**src/hw/rtl/tsprt_pkg.sv**
```systemverilog
`timescale 1ns / 1ps
// Package of the transport stream PES reassembly tracker.
// Holds table sizes, codes and the context, packet and descriptor types.
package tsprt_pkg;

	localparam int NUM_PIDS     = 8192;
	localparam int PID_AW       = $clog2(NUM_PIDS);
	localparam int HDR_BYTES    = 6;
	localparam int PREFIX_BYTES = 3;
	localparam logic [23:0] BYTES_MAX = 24'hFFFFFF;

	localparam logic OP_PACKET = 1'b0;
	localparam logic OP_FLUSH  = 1'b1;

	localparam logic [1:0] CAUSE_LENGTH = 2'd0;
	localparam logic [1:0] CAUSE_UNIT   = 2'd1;
	localparam logic [1:0] CAUSE_FLUSH  = 2'd2;

	// One entry of the per-PID context table.
	typedef struct packed {
		logic        valid;
		logic        sync;
		logic [3:0]  last_cc;
		logic [23:0] bytes;
		logic [47:0] header;
		logic [31:0] first_idx;
		logic [31:0] last_idx;
		logic [41:0] pcr;
		logic        pcr_valid;
	} ctx_t;

	// One accepted input transaction.
	typedef struct packed {
		logic        op;
		logic [12:0] pid;
		logic        sync_ok;
		logic        unit_start;
		logic [3:0]  cc;
		logic        scrambled;
		logic [7:0]  size;
		logic [47:0] head;
		logic        has_pcr;
		logic [41:0] pcr;
		logic [31:0] index;
	} pkt_t;

	// One completion descriptor.
	typedef struct packed {
		logic [12:0] pid;
		logic [31:0] first_index;
		logic [31:0] last_index;
		logic        pcr_valid;
		logic [41:0] pcr;
		logic [23:0] byte_count;
		logic [1:0]  end_cause;
		logic        last_in_run;
	} desc_t;

endpackage

```
**src/hw/rtl/tsprt_update.sv**
```systemverilog
`timescale 1ns / 1ps
// Context update of the PES reassembly tracker: next table entry and descriptors.
// Depends on tsprt_pkg.
module tsprt_update import tsprt_pkg::*; (
	input  pkt_t        pkt,
	input  ctx_t        cur,
	output ctx_t        nxt,
	output desc_t       desc0,
	output desc_t       desc1,
	output logic [1:0]  n_out
);

	// Build a descriptor from a context entry.
	function automatic desc_t mk_desc(ctx_t c, logic [12:0] pid, logic [1:0] cause);
		desc_t d;
		d.pid         = pid;
		d.first_index = c.first_idx;
		d.last_index  = c.last_idx;
		d.pcr_valid   = c.pcr_valid;
		d.pcr         = c.pcr_valid ? c.pcr : 42'd0;
		d.byte_count  = c.bytes;
		d.end_cause   = cause;
		d.last_in_run = 1'b0;
		return d;
	endfunction

	// Fill header byte positions not yet held from the head of this packet.
	function automatic logic [47:0] merge_hdr(logic [47:0] hdr, logic [23:0] bytes,
			logic [47:0] head, logic [7:0] size);
		logic [47:0] h;
		int pos;
		int i;
		h = hdr;
		pos = (bytes >= 24'(HDR_BYTES)) ? HDR_BYTES : int'(bytes[2:0]);
		for (int j = 0; j < HDR_BYTES; j++) begin
			i = j - pos;
			if (j >= pos && i < int'(size)) begin
				h[47 - 8 * j -: 8] = head[47 - 8 * i -: 8];
			end
		end
		return h;
	endfunction

	function automatic logic [23:0] sat_add(logic [23:0] bytes, logic [7:0] size);
		logic [24:0] s;
		s = {1'b0, bytes} + 25'(size);
		return s[24] ? BYTES_MAX : s[23:0];
	endfunction

	// PES length reached once the six header bytes are held and the declared length is nonzero.
	function automatic logic is_complete(ctx_t c);
		logic [24:0] need;
		need = 25'(c.header[15:0]) + 25'(HDR_BYTES);
		return c.sync && (c.bytes >= 24'(HDR_BYTES)) && (c.header[15:0] != 16'd0)
			&& ({1'b0, c.bytes} >= need);
	endfunction

	desc_t da;
	desc_t db;
	logic  emit_a;
	logic  emit_b;
	logic  check;

	// Decide the new entry and any descriptors.
	always_comb begin
		nxt    = cur;
		emit_a = 1'b0;
		emit_b = 1'b0;
		check  = 1'b0;
		da     = mk_desc(cur, pkt.pid, CAUSE_FLUSH);
		if (pkt.op == OP_FLUSH) begin
			if (cur.valid && cur.sync && cur.bytes != 24'd0) begin
				emit_a    = 1'b1;
				nxt.sync  = 1'b0;
				nxt.bytes = 24'd0;
			end
		end else if (pkt.sync_ok && (cur.valid || pkt.unit_start)) begin
			if (pkt.unit_start && cur.valid && cur.sync && cur.bytes != 24'd0) begin
				emit_a       = 1'b1;
				da.end_cause = CAUSE_UNIT;
				nxt.sync     = 1'b0;
				nxt.bytes    = 24'd0;
			end
			if (pkt.scrambled) begin
				nxt.valid = 1'b0;
				nxt.sync  = 1'b0;
			end else if (pkt.unit_start) begin
				if (pkt.size >= 8'(PREFIX_BYTES) && pkt.head[47:24] == 24'h000001) begin
					nxt.valid     = 1'b1;
					nxt.sync      = 1'b1;
					nxt.last_cc   = pkt.cc;
					nxt.header    = merge_hdr(48'd0, 24'd0, pkt.head, pkt.size);
					nxt.bytes     = sat_add(24'd0, pkt.size);
					nxt.first_idx = pkt.index;
					nxt.last_idx  = pkt.index;
					nxt.pcr       = pkt.has_pcr ? pkt.pcr : 42'd0;
					nxt.pcr_valid = pkt.has_pcr;
					check         = 1'b1;
				end else begin
					nxt.valid = 1'b0;
					nxt.sync  = 1'b0;
				end
			end else if (cur.sync && pkt.cc != cur.last_cc) begin
				if (pkt.cc != cur.last_cc + 4'd1) begin
					nxt.sync  = 1'b0;
					nxt.bytes = 24'd0;
				end else begin
					nxt.last_cc  = pkt.cc;
					nxt.header   = merge_hdr(cur.header, cur.bytes, pkt.head, pkt.size);
					nxt.bytes    = sat_add(cur.bytes, pkt.size);
					nxt.last_idx = pkt.index;
					if (!cur.pcr_valid && pkt.has_pcr) begin
						nxt.pcr       = pkt.pcr;
						nxt.pcr_valid = 1'b1;
					end
					check = 1'b1;
				end
			end
		end
		db = mk_desc(nxt, pkt.pid, CAUSE_LENGTH);
		if (check && is_complete(nxt)) begin
			emit_b    = 1'b1;
			nxt.sync  = 1'b0;
			nxt.bytes = 24'd0;
		end
	end

	// Order the descriptors and mark the final one.
	always_comb begin
		desc0 = da;
		desc1 = db;
		n_out = 2'd0;
		if (emit_a && emit_b) begin
			desc1.last_in_run = 1'b1;
			n_out = 2'd2;
		end else if (emit_a) begin
			desc0.last_in_run = 1'b1;
			n_out = 2'd1;
		end else if (emit_b) begin
			desc0 = db;
			desc0.last_in_run = 1'b1;
			n_out = 2'd1;
		end
	end

endmodule

```
**config.mk**
```make
export PLATFORM = sky130hd
export DESIGN_NAME = tsprt_update
export DESIGN_NICKNAME = d
export VERILOG_FILES = /design/src/hw/rtl/tsprt_pkg.sv /design/src/hw/rtl/tsprt_update.sv
export SDC_FILE = /design/constraint.sdc
export NUM_CORES = 1
export LEC_CHECK = 0
export BUFFER_PORTS_ARGS = -buffer_cell sky130_fd_sc_hd__buf_2
export CORE_AREA = 2 2 319 321
export DETAILED_ROUTE_END_ITERATION = 16
export DIE_AREA = 0 0 321 323
export PLACE_DENSITY = 0.39
export SETUP_SLACK_MARGIN = 0.02
export SLEW_MARGIN = 20
export SYNTH_ARGS = -nofsm -noshare
export SYNTH_HDL_FRONTEND = slang
export SYNTH_SLANG_ARGS = --single-unit
```
**constraint.sdc**
```tcl
create_clock -name vclk -period 15.1
set_input_delay 3.02 -clock vclk [all_inputs]
set_output_delay 3.02 -clock vclk [all_outputs]
set_load 0.005 [all_outputs]
```
== After elaboration in Yosys (flattened, before gate mapping) ==
Cells that the tools add are included.
Word-level totals
  bits in registers: 0
  word-level logic and storage cells: 140
  input port bits: 337
Operators by class
  equal/unequal tests: 3
  add/sub/neg operators: 15
  muxes and demuxes: 70
  shifts and indexed selects: 6
  reductions and logical operators: 24
  $lt $le $gt $ge: 22
Operators with widths (count)
  183-bit two-way mux: 2
  55-bit by 8-bit indexed part select with 8-bit output: 6
  134-bit two-way mux: 2
  75-bit two-way mux: 3
  24-bit two-way mux: 8
  185-bit two-way mux: 1
  155-bit two-way mux: 1
  77-bit two-way mux: 2
  133-bit two-way mux: 1
  42-bit two-way mux: 3
  8-bit two-way mux: 12
  4-bit by 9-bit < comparator with 1-bit output: 6
  24-bit by 3-bit greater-or-equal comparator with 1-bit output (second input constant): 2
  48-bit two-way mux: 1
  7-bit by 7-bit subtractor with 8-bit output (first input constant): 6
  43-bit two-way mux: 1
  32-bit two-way mux: 1
  24-bit by 8-bit adder with 25-bit output: 1
  24-bit by 1-bit equality test with 1-bit output (second input constant): 1
  24-bit by 17-bit greater-or-equal comparator with 1-bit output: 1
  24-bit nonzero test: 1
  1-bit two-way mux: 22
  1-bit logical AND: 20
  16-bit by 3-bit adder with 17-bit output (second input constant): 1
  other kinds (18): 35

== Longest topological paths before layout ==
Gate-level depths: netlist of run 1.
  word-level depth: 21
  depth in mapped cells: 48

== Worst setup path before layout of run 1 ==
No wires, ideal clock.
  path type: input port to output port
  start: input cur[169] in the netlist's numbering
  end: output desc0[127] in the netlist's numbering
  buffers on the path: 7
  data arrival time: 11569 ps
  slack: 511 ps
  stages on the path: 45
  data required time: 12080 ps
  cell sequence: nor4_1 -> nand4_1 -> buf_2 -> or3_1 -> clkbuf_1 -> clkbuf_1 -> ha_1 -> clkinv_1 -> ha_1 -> o21a_1 -> o21a_1 -> o21ai_0 -> nand2b_1 -> a21o_1 -> a21oi_1 -> nor2_1 -> nor2_1 -> ha_1 -> [... 9 more ...] -> xnor2_1 -> ha_1 -> a21o_1 -> a21o_1 -> a21o_1 -> a21oi_1 -> nor2b_1 -> o21ai_0 -> a31oi_1 -> o31a_1 -> o21a_1 -> buf_1 -> ha_1 -> nor2_1 -> o211ai_4 -> buf_8 -> buf_12 -> mux2_1
RTL lines
  from (decl): line tsprt_update.sv:6  | input ctx_t cur,
  to (decl): line tsprt_update.sv:8  | output desc_t desc0,

==> reports/results.tsv, run 1 <==
stage	metric	value	unit
layout	nets	2826	
route	met2 wire length	46.3	mm
logic_synthesis	Synth area leader	nand2_1	
timing	final worst path period share	97.6	%
die	# IOs	818	
worst_setup_path	Worst Setup End Kind	output port	
timing	Max Clock Freq	67.9	MHz
route	Total Routed Length	105	mm
die	Core Footprint	0.101	mm²
worst_setup_path	Worst path most repeated cell	ha_1	
layout	clk_buf instances	0	
timing	slew margin rel.	25.3	%
route	Avg WL per Cell	28.1	µm
logic_synthesis	Post-Syn Area per Cell	6.40	µm²
worst_setup_path	Req. time, crit path	12080	ps
place	buffers added on ports	777	
route	met1 WL	45.1	mm
global_route	first-pass GRT wire length	135	mm
timing	fin. max-slew vios	0	
die	die width	321	µm
logic_synthesis	post-synthesis cell area	0.0112	mm²
logic_synthesis	largest cells by area after synthesis	nand2_1, ha_1, mux2i_1, buf_4, mux2_1	
route	antenna-violating nets left	0	
route	DRC viols	0	
place	hpwl dp	91.6	mm
layout	FILL cells	11775	
route	WL met3	10.1	mm
flow_run	maxcap violations	0	
route	uppermost routed layer	met5	
layout	Layout area overhead	45.5	%
timing	Worst-Margin Slew	1110	ps
worst_hold_path	Hold Path Class	in -> out	
logic_synthesis	Synthesis Warnings	0	
clock_network	Hold-fix buffers, CTS	0	
layout	commonest non-fill, non-tap cells in the layout	buf_2, nand2_1, inv_1, nor2_1, a21oi_1	
global_route	vias in the first global route	15480	
worst_setup_path	kind of critical path	in -> out	
layout	Seq cells	0	
die	Starting Density	11.1	%
worst_setup_path	Crit path arrival time	11710	ps
global_route	total track usage	18.8	%
timing	final hold violation count	0	
die	Die Y	323	µm
timing	Final setup viols	0	
route	via count	16614	
die	die area	0.104	mm²
global_route	Congestion Overflow GR	0	
layout	area occupied by multi-input gates	0.00963	mm²
worst_setup_path	Crit-path slowest cell	nor2_1	
layout	Layout Utilization	16.2	%
place	RePlAce Congestion	0.898	
worst_setup_path	Max FO, Critical Path	26	
worst_setup_path	startpoint types	input port	
global_route	initial antenna violation count	68	
timing	Tmin final	14730	ps
logic_synthesis	Synth cell types	90	
layout	Register Area	0	µm²
status	status	finished clean	
global_route	pin count of the biggest net entering global routing	46	
logic_synthesis	Synth Instances	1755	
route	Iter 0 DRT Violations	1415	
timing	setup TNS	0	ps
layout	commonest non-fill, non-tap cell in the layout	buf_2	
logic_synthesis	post-synth top area share	13.6	%
timing	RSZ-0062 raised after global routing	false	
route	drt first pass iters	5	
route	Vias/cell	4.45	
layout	layout cells sized above 1	39.7	%
worst_setup_path	slowest stage delay, CP	540	ps
logic_synthesis	Seq/Total Area, Yosys	0	%
die	# rows	117	
[routing by layer]
metal | global-route usage, % | vias up
met5 | 0 | -
met4 | 4.17 | 40
met3 | 5.84 | 180
met2 | 29.7 | 948
met1 | 24.8 | 7895
li1 | - | 7551
[final cells by class]
| type | instances | area share, % |
|---|---|---|
| inverter | 123 | 2.83 |
| multi-input combinational | 1428 | 59.0 |
| antenna | 16 | 0.245 |
| tap | 1309 | 10.0 |
| timing repair buffer | 857 | 27.9 |
[worst paths after layout]
check	startpoint	to	slack (ps)	cells after the start
setup / recovery	cur[160]	desc0[46]	370	42
hold / removal	pkt[138]	desc0[134]	6040	0
[cell usage after synthesis (20+ instances only)]
master / instances
nor2_1: 108
nor4_1: 21
a21oi_1: 82
a31oi_1: 34
xnor2_1: 20
mux2_2: 42
inv_1: 116
a21o_1: 21
mux2i_1: 79
mux2_1: 56
nand2_1: 406
a22o_1: 56
ha_1: 78
buf_4: 100
clkbuf_1: 78
nor3_1: 26
nand3_1: 43
o21ai_0: 54
[critical path, delay by kind of cell]
family | cells | cell delay (ps)
AND/OR/NAND/NOR | 13 | 3550
AO/OA/AOI/OAI | 17 | 2610
adder cells (fa/ha/maj) | 5 | 1230
buffers and inverters | 5 | 820
multiplexers | 1 | 290
XOR/XNOR | 1 | 160
[through the flow]
stage / setup WS, ps / hold WS (ps) / cell area (µm²) / cells
2_1_floorplan: 511 / 6120 / 11200 / 1756
3_3_place_gp: 157 / 6040 / 16200 / 3717
3_5_place_dp: 121 / 6040 / 16200 / 3717
4_1_cts: 62.4 / 6040 / 16200 / 3717
5_1_grt: 14.5 / 6040 / 16300 / 3722
6_report: 369 / 6040 / 16300 / 3733
[cell families (layout without fill, tap and decap cells)]
group | after synthesis | in the layout | synth area share, %
AO/OA/AOI/OAI | 432 | 432 | 27.8
adder cells (fa/ha/maj) | 79 | 79 | 8.87
AND/OR/NAND/NOR | 705 | 705 | 27.9
other | 1 | 18 | 0.0334
XOR/XNOR | 32 | 32 | 2.62
buffers and inverters | 328 | 980 | 15.7
multiplexers | 178 | 178 | 17.1
[what timing repair did]
item / 4_1_cts / 5_1_grt
gates resized for setup: 0 / 11
endpoints found under the setup margin: 0 / 130
buffers inserted: 0 / 0
==> run 2: changes to the inputs <==
clock period = 12.2 ns   (was 15.1 ns; I/O delays follow)
==> reports/results.tsv, run 2 (synthesis results as in run 1) <==
stage	metric	value	unit	change
status	status	finished, violations left		was finished clean
status	failing checks	negative setup slack		
layout	area occupied by multi-input gates	0.0100	mm²	was 0.00963 mm²
timing	Final setup viols	123		was 0
global_route	vias in the first global route	15732		was 15480
layout	Seq cells	0		unchanged
power_and_ir_drop	leak pwr	9.39	nW	
die	Starting Density	11.1	%	unchanged
power_and_ir_drop	sequential power share	0	%	
layout	commonest non-fill, non-tap cell in the layout	buf_2		unchanged
die	Die Y	323	µm	unchanged
layout	Finished Layout Cells	3844		was 3733
timing	slew margin rel.	26.0	%	was 25.3%
timing	RSZ-0062 raised after global routing	true		was false
place	hpwl dp	87.0	mm	was 91.6 mm
worst_hold_path	Hold Path Class	in -> out		unchanged
die	# rows	117		unchanged
power_and_ir_drop	Clock power frac	0	%	
power_and_ir_drop	logic gate share of total power	100.0	%	
route	Vias/cell	4.46		was 4.45
layout	layout cells sized above 1	45.6	%	was 39.7%
clock_network	Hold-fix buffers, CTS	0		unchanged
timing	final worst path period share	102	%	
global_route	total track usage	17.8	%	was 18.8%
worst_setup_path	kind of critical path	in -> out		unchanged
die	Core Footprint	0.101	mm²	unchanged
route	drt first pass iters	7		was 5
power_and_ir_drop	Pwr per Cell Area	31.5	mW/mm²	
timing	Worst-Margin Slew	1100	ps	was 1110 ps
worst_setup_path	Req. time, crit path	9760	ps	was 12080 ps
timing	fin. max-slew vios	0		unchanged
layout	Layout area overhead	59.7	%	was 45.5%
worst_hold_path	Hold Crit Depth	0		unchanged
power_and_ir_drop	Sw Share	59.3	%	
place	buffers added on ports	777		unchanged
flow_run	maxcap violations	0		unchanged
worst_setup_path	Worst Setup End Kind	output port		unchanged
worst_setup_path	Worst path most repeated cell	a21o_1		was ha_1
route	DRC viols	0		unchanged
layout	FILL cells	11720		was 11775
timing	final hold violation count	0		unchanged
route	Avg WL per Cell	26.0	µm	was 28.1 µm
worst_setup_path	Crit path arrival time	9980	ps	was 11710 ps
die	die area	0.104	mm²	unchanged
global_route	Congestion Overflow GR	0		unchanged
global_route	pin count of the biggest net entering global routing	46		unchanged
layout	nets	2931		was 2826
worst_setup_path	slowest stage delay, CP	580	ps	was 540 ps
timing	Max Clock Freq	80.5	MHz	
place	RePlAce Congestion	0.909		was 0.898
global_route	initial antenna violation count	48		was 68
power_and_ir_drop	switching power	0.335	mW	
worst_setup_path	startpoint types	input port		unchanged
route	via count	17153		was 16614
layout	clk_buf instances	0		unchanged
power_and_ir_drop	Int Power	0.229	mW	
timing	fin worst setup slack	-221	ps	was 369 ps
global_route	first-pass GRT wire length	131	mm	was 135 mm
worst_setup_path	Crit-path slowest cell	or4b_4		was nor2_1
layout	Register Area	0	µm²	unchanged
worst_setup_path	Max FO, Critical Path	16		was 26
route	antenna-violating nets left	0		unchanged
die	# IOs	818		unchanged
timing	Tmin final	12420	ps	
die	die width	321	µm	unchanged
route	Iter 0 DRT Violations	1469		was 1415
timing	setup TNS	-17360	ps	was 0 ps
place	placed cells	3811		was 3717
power_and_ir_drop	maximum vdd drop	12.2	µV	
layout	commonest non-fill, non-tap cells in the layout	buf_2, nand2_1, buf_4, inv_1, nor2_1		was buf_2, nand2_1, inv_1, nor2_1, a21oi_1
route	Total Routed Length	100	mm	was 105 mm
## run 2: changes by cell type in the layout (fill, tap and decap cells not counted), moves of 5 or more
cell / delta
buf_4: +84
mux2_4: +57
mux2_1: -56
buf_6: +52
buf_2: -41
buf_8: +8
mux2i_1: -8
mux2i_2: +7
diode_2: +6
ha_1: -5
o21ai_0: -5
## run 2: layout make-up
class,count,share of cell area (%)
tap,1309,9.13
antenna,22,0.307
timing repair buffer,962,32.1
inverter,123,2.60
multi-input combinational,1428,55.9
## run 2: metal layers
| metal | share of wire [%] | vias to the layer above | GRT usage, % |
|---|---|---|---|
| met4 | 2.9 | 42 | 4.83 |
| met2 | 42 | 911 | 26.7 |
| met3 | 9.5 | 145 | 4.08 |
| li1 | - | 7773 | - |
| met5 | 0.26 | - | 0 |
| met1 | 45 | 8282 | 25.3 |
## run 2: power groups by stage
| stage | clock network [mW] | registers, mW | logic [mW] |
|---|---|---|---|
| 2_1_floorplan | 0 | 0 | 0.242 |
| 3_3_place_gp | 0 | 0 | 0.546 |
| 3_5_place_dp | 0 | 0 | 0.544 |
| 4_1_cts | 0 | 0 | 0.555 |
| 6_report | 0.0000000593 | 0 | 0.564 |
## run 2: repair_timing
item / 4_1_cts / 5_1_grt
buffers inserted: 8 / 3
endpoints found under the setup margin: 133 / 154
hold endpoints to repair: 0 / 0
gates cloned: 3 / 0
resized for setup: 65 / 52
pin swaps: 26 / 25
## run 2: final timing paths
kind,slack (ps),end,startpoint
hold / removal,4880,desc0[139],pkt[143]
setup / recovery,-220,desc0[95],cur[178]
## run 2: worst max-delay path: cells and delay by family
kind | cells | cell delay [ps]
mux | 1 | 300
buf+inv | 6 | 800
fa+ha+maj | 5 | 1110
xor+xnor | 1 | 150
compound gates | 17 | 2370
simple gates | 13 | 2770
## run 2: through the flow
step           setup WS, ps  util, %  hold WS (ps)  power, mW  cell area (µm²)
4_1_cts                -254     17.5          4880      0.555            17700
5_1_grt                -572     17.8          4880      0.605            17900
2_1_floorplan          -290        -          4960      0.242            11600
6_report               -221     17.8          4880      0.564            17900
3_3_place_gp           -381     17.1          4880      0.546            17200
3_5_place_dp           -387     17.1          4880      0.544            17200
No activity file was read; power rests on OpenSTA's default activity.
==> run 3: changes to the inputs <==
CAP_MARGIN = 20   (was default)
PLACE_DENSITY = default   (was 0.39)
==> reports/results.tsv, run 3 (synthesis results as in run 1) <==
stage	metric	value	unit	change
status	status	finished, violations left		unchanged
status	failing checks	negative setup slack		unchanged
layout	FILL cells	11669		was 11720
layout	Seq cells	0		unchanged
route	drt first pass iters	6		was 7
layout	nets	2943		was 2931
place	hpwl dp	84.1	mm	was 87.0 mm
route	Iter 0 DRT Violations	2205		was 1469
layout	post-layout instance area	0.0182	mm²	was 0.0179 mm²
worst_setup_path	Crit-path slowest cell	or4b_4		unchanged
timing	slew margin rel.	27.8	%	was 26.0%
global_route	pin count of the biggest net entering global routing	46		unchanged
worst_hold_path	Hold Path Class	in -> out		unchanged
layout	commonest non-fill, non-tap cells in the layout	buf_2, nand2_1, buf_4, inv_1, nor2_1		unchanged
flow_run	maxcap violations	0		unchanged
timing	final worst path period share	103	%	was 102%
layout	commonest non-fill, non-tap cell in the layout	buf_2		unchanged
global_route	initial antenna violation count	61		was 48
worst_setup_path	Worst Setup End Kind	output port		unchanged
worst_setup_path	Crit path arrival time	10130	ps	was 9980 ps
clock_network	Hold-fix buffers, CTS	0		unchanged
layout	Layout area overhead	62.5	%	was 59.7%
timing	Tmin final	12570	ps	was 12420 ps
layout	clk_buf instances	0		unchanged
die	Die Y	323	µm	unchanged
power_and_ir_drop	maximum vdd drop	13.4	µV	was 12.2 µV
route	antenna-violating nets left	0		unchanged
layout	Register Area	0	µm²	unchanged
timing	Final setup viols	131		was 123
place	buffers added on ports	777		unchanged
place	RePlAce Congestion	0.976		was 0.909
timing	final hold violation count	0		unchanged
worst_setup_path	Max FO, Critical Path	9		was 16
worst_setup_path	Req. time, crit path	9760	ps	about the same
power_and_ir_drop	Pwr per Cell Area	31.5	mW/mm²	about the same
die	Starting Density	11.1	%	unchanged
route	Vias/cell	4.63		was 4.46
die	Core Footprint	0.101	mm²	unchanged
place	Post-DP Area	0.0172	mm²	about the same
route	Total Routed Length	98.4	mm	was 100 mm
worst_setup_path	kind of critical path	in -> out		unchanged
die	# IOs	818		unchanged
place	placed cells	3809		was 3811
worst_setup_path	Worst path most repeated cell	buf_4		was a21o_1
layout	Layout Utilization	18.1	%	was 17.8%
timing	fin. max-slew vios	0		unchanged
die	die area	0.104	mm²	unchanged
route	via count	17835		was 17153
die	die width	321	µm	unchanged
die	# rows	117		unchanged
worst_setup_path	slowest stage delay, CP	560	ps	was 580 ps
timing	fin worst setup slack	-374	ps	was -221 ps
timing	Worst-Margin Slew	1080	ps	was 1100 ps
timing	RSZ-0062 raised after global routing	true		unchanged
layout	layout cells sized above 1	45.7	%	was 45.6%
route	Avg WL per Cell	25.5	µm	was 26.0 µm
timing	Max Clock Freq	79.5	MHz	was 80.5 MHz
worst_setup_path	startpoint types	input port		unchanged
global_route	total track usage	17.3	%	was 17.8%
global_route	vias in the first global route	15636		was 15732
route	DRC viols	0		unchanged
layout	Finished Layout Cells	3852		was 3844
power_and_ir_drop	leak pwr	9.59	nW	was 9.39 nW
global_route	Congestion Overflow GR	0		unchanged
global_route	first-pass GRT wire length	127	mm	was 131 mm
layout	area occupied by multi-input gates	0.0100	mm²	about the same
-- run 3: path summary, 6_finish.rpt --
kind	from	to	slack, ps	depth (start not counted)
setup / recovery	cur[177]	desc0[52]	-370	44
hold / removal	pkt[138]	desc0[134]	4880	0
-- run 3: worst max-delay path, delay by kind of cell --
| family | cells | cell delay, ps |
|---|---|---|
| XOR/XNOR | 1 | 120 |
| AND/OR/NAND/NOR | 14 | 2810 |
| multiplexers | 1 | 220 |
| AO/OA/AOI/OAI | 13 | 1890 |
| adder cells (fa/ha/maj) | 5 | 1140 |
| buffers and inverters | 10 | 1440 |
-- run 3: stage by stage --
| step | setup TNS [ps] | total power [mW] | setup WS, ps | hold WS [ps] |
|---|---|---|---|---|
| CTS | -29760 | 0.552 | -320 | 4880 |
| detailed placement | -59680 | 0.537 | -595 | 4880 |
| finish | -36960 | 0.575 | -374 | 4880 |
| global placement | -51490 | 0.538 | -523 | 4880 |
| global route | -84740 | 0.613 | -744 | 4880 |
| floorplan | -27790 | 0.242 | -290 | 4960 |
-- run 3: layer usage --
layer / vias to the layer above / share of wire, % / GRT usage (%)
met4: 50 / 3.2 / 4.02
met5: - / 0.42 / 0.926
met2: 1284 / 41 / 24.9
met3: 255 / 13 / 7.29
met1: 8459 / 42 / 23.4
li1: 7787 / - / -
-- run 3: repair_timing --
item,4_1_cts,5_1_grt
cloned,3,2
resized for setup,95,56
setup endpoints to repair,136,154
setup buffers,14,10
pin swaps,25,28
-- run 3: layout make-up --
class                           instances  share of cell area [%]
Multi-Input combinational cell       1428                    55.0
Timing Repair Buffer                  974                    33.2
Tap cell                             1309                    8.98
Inverter                              123                    2.56
Antenna cell                           18                   0.247
-- run 3: power by group --
part / leakage (nW) / internal (mW) / switching [mW]
Sequential: 0 / 0 / 0
Clock: 0.000109 / 0.000000102 / 0
Combinational: 9.59 / 0.236 / 0.339
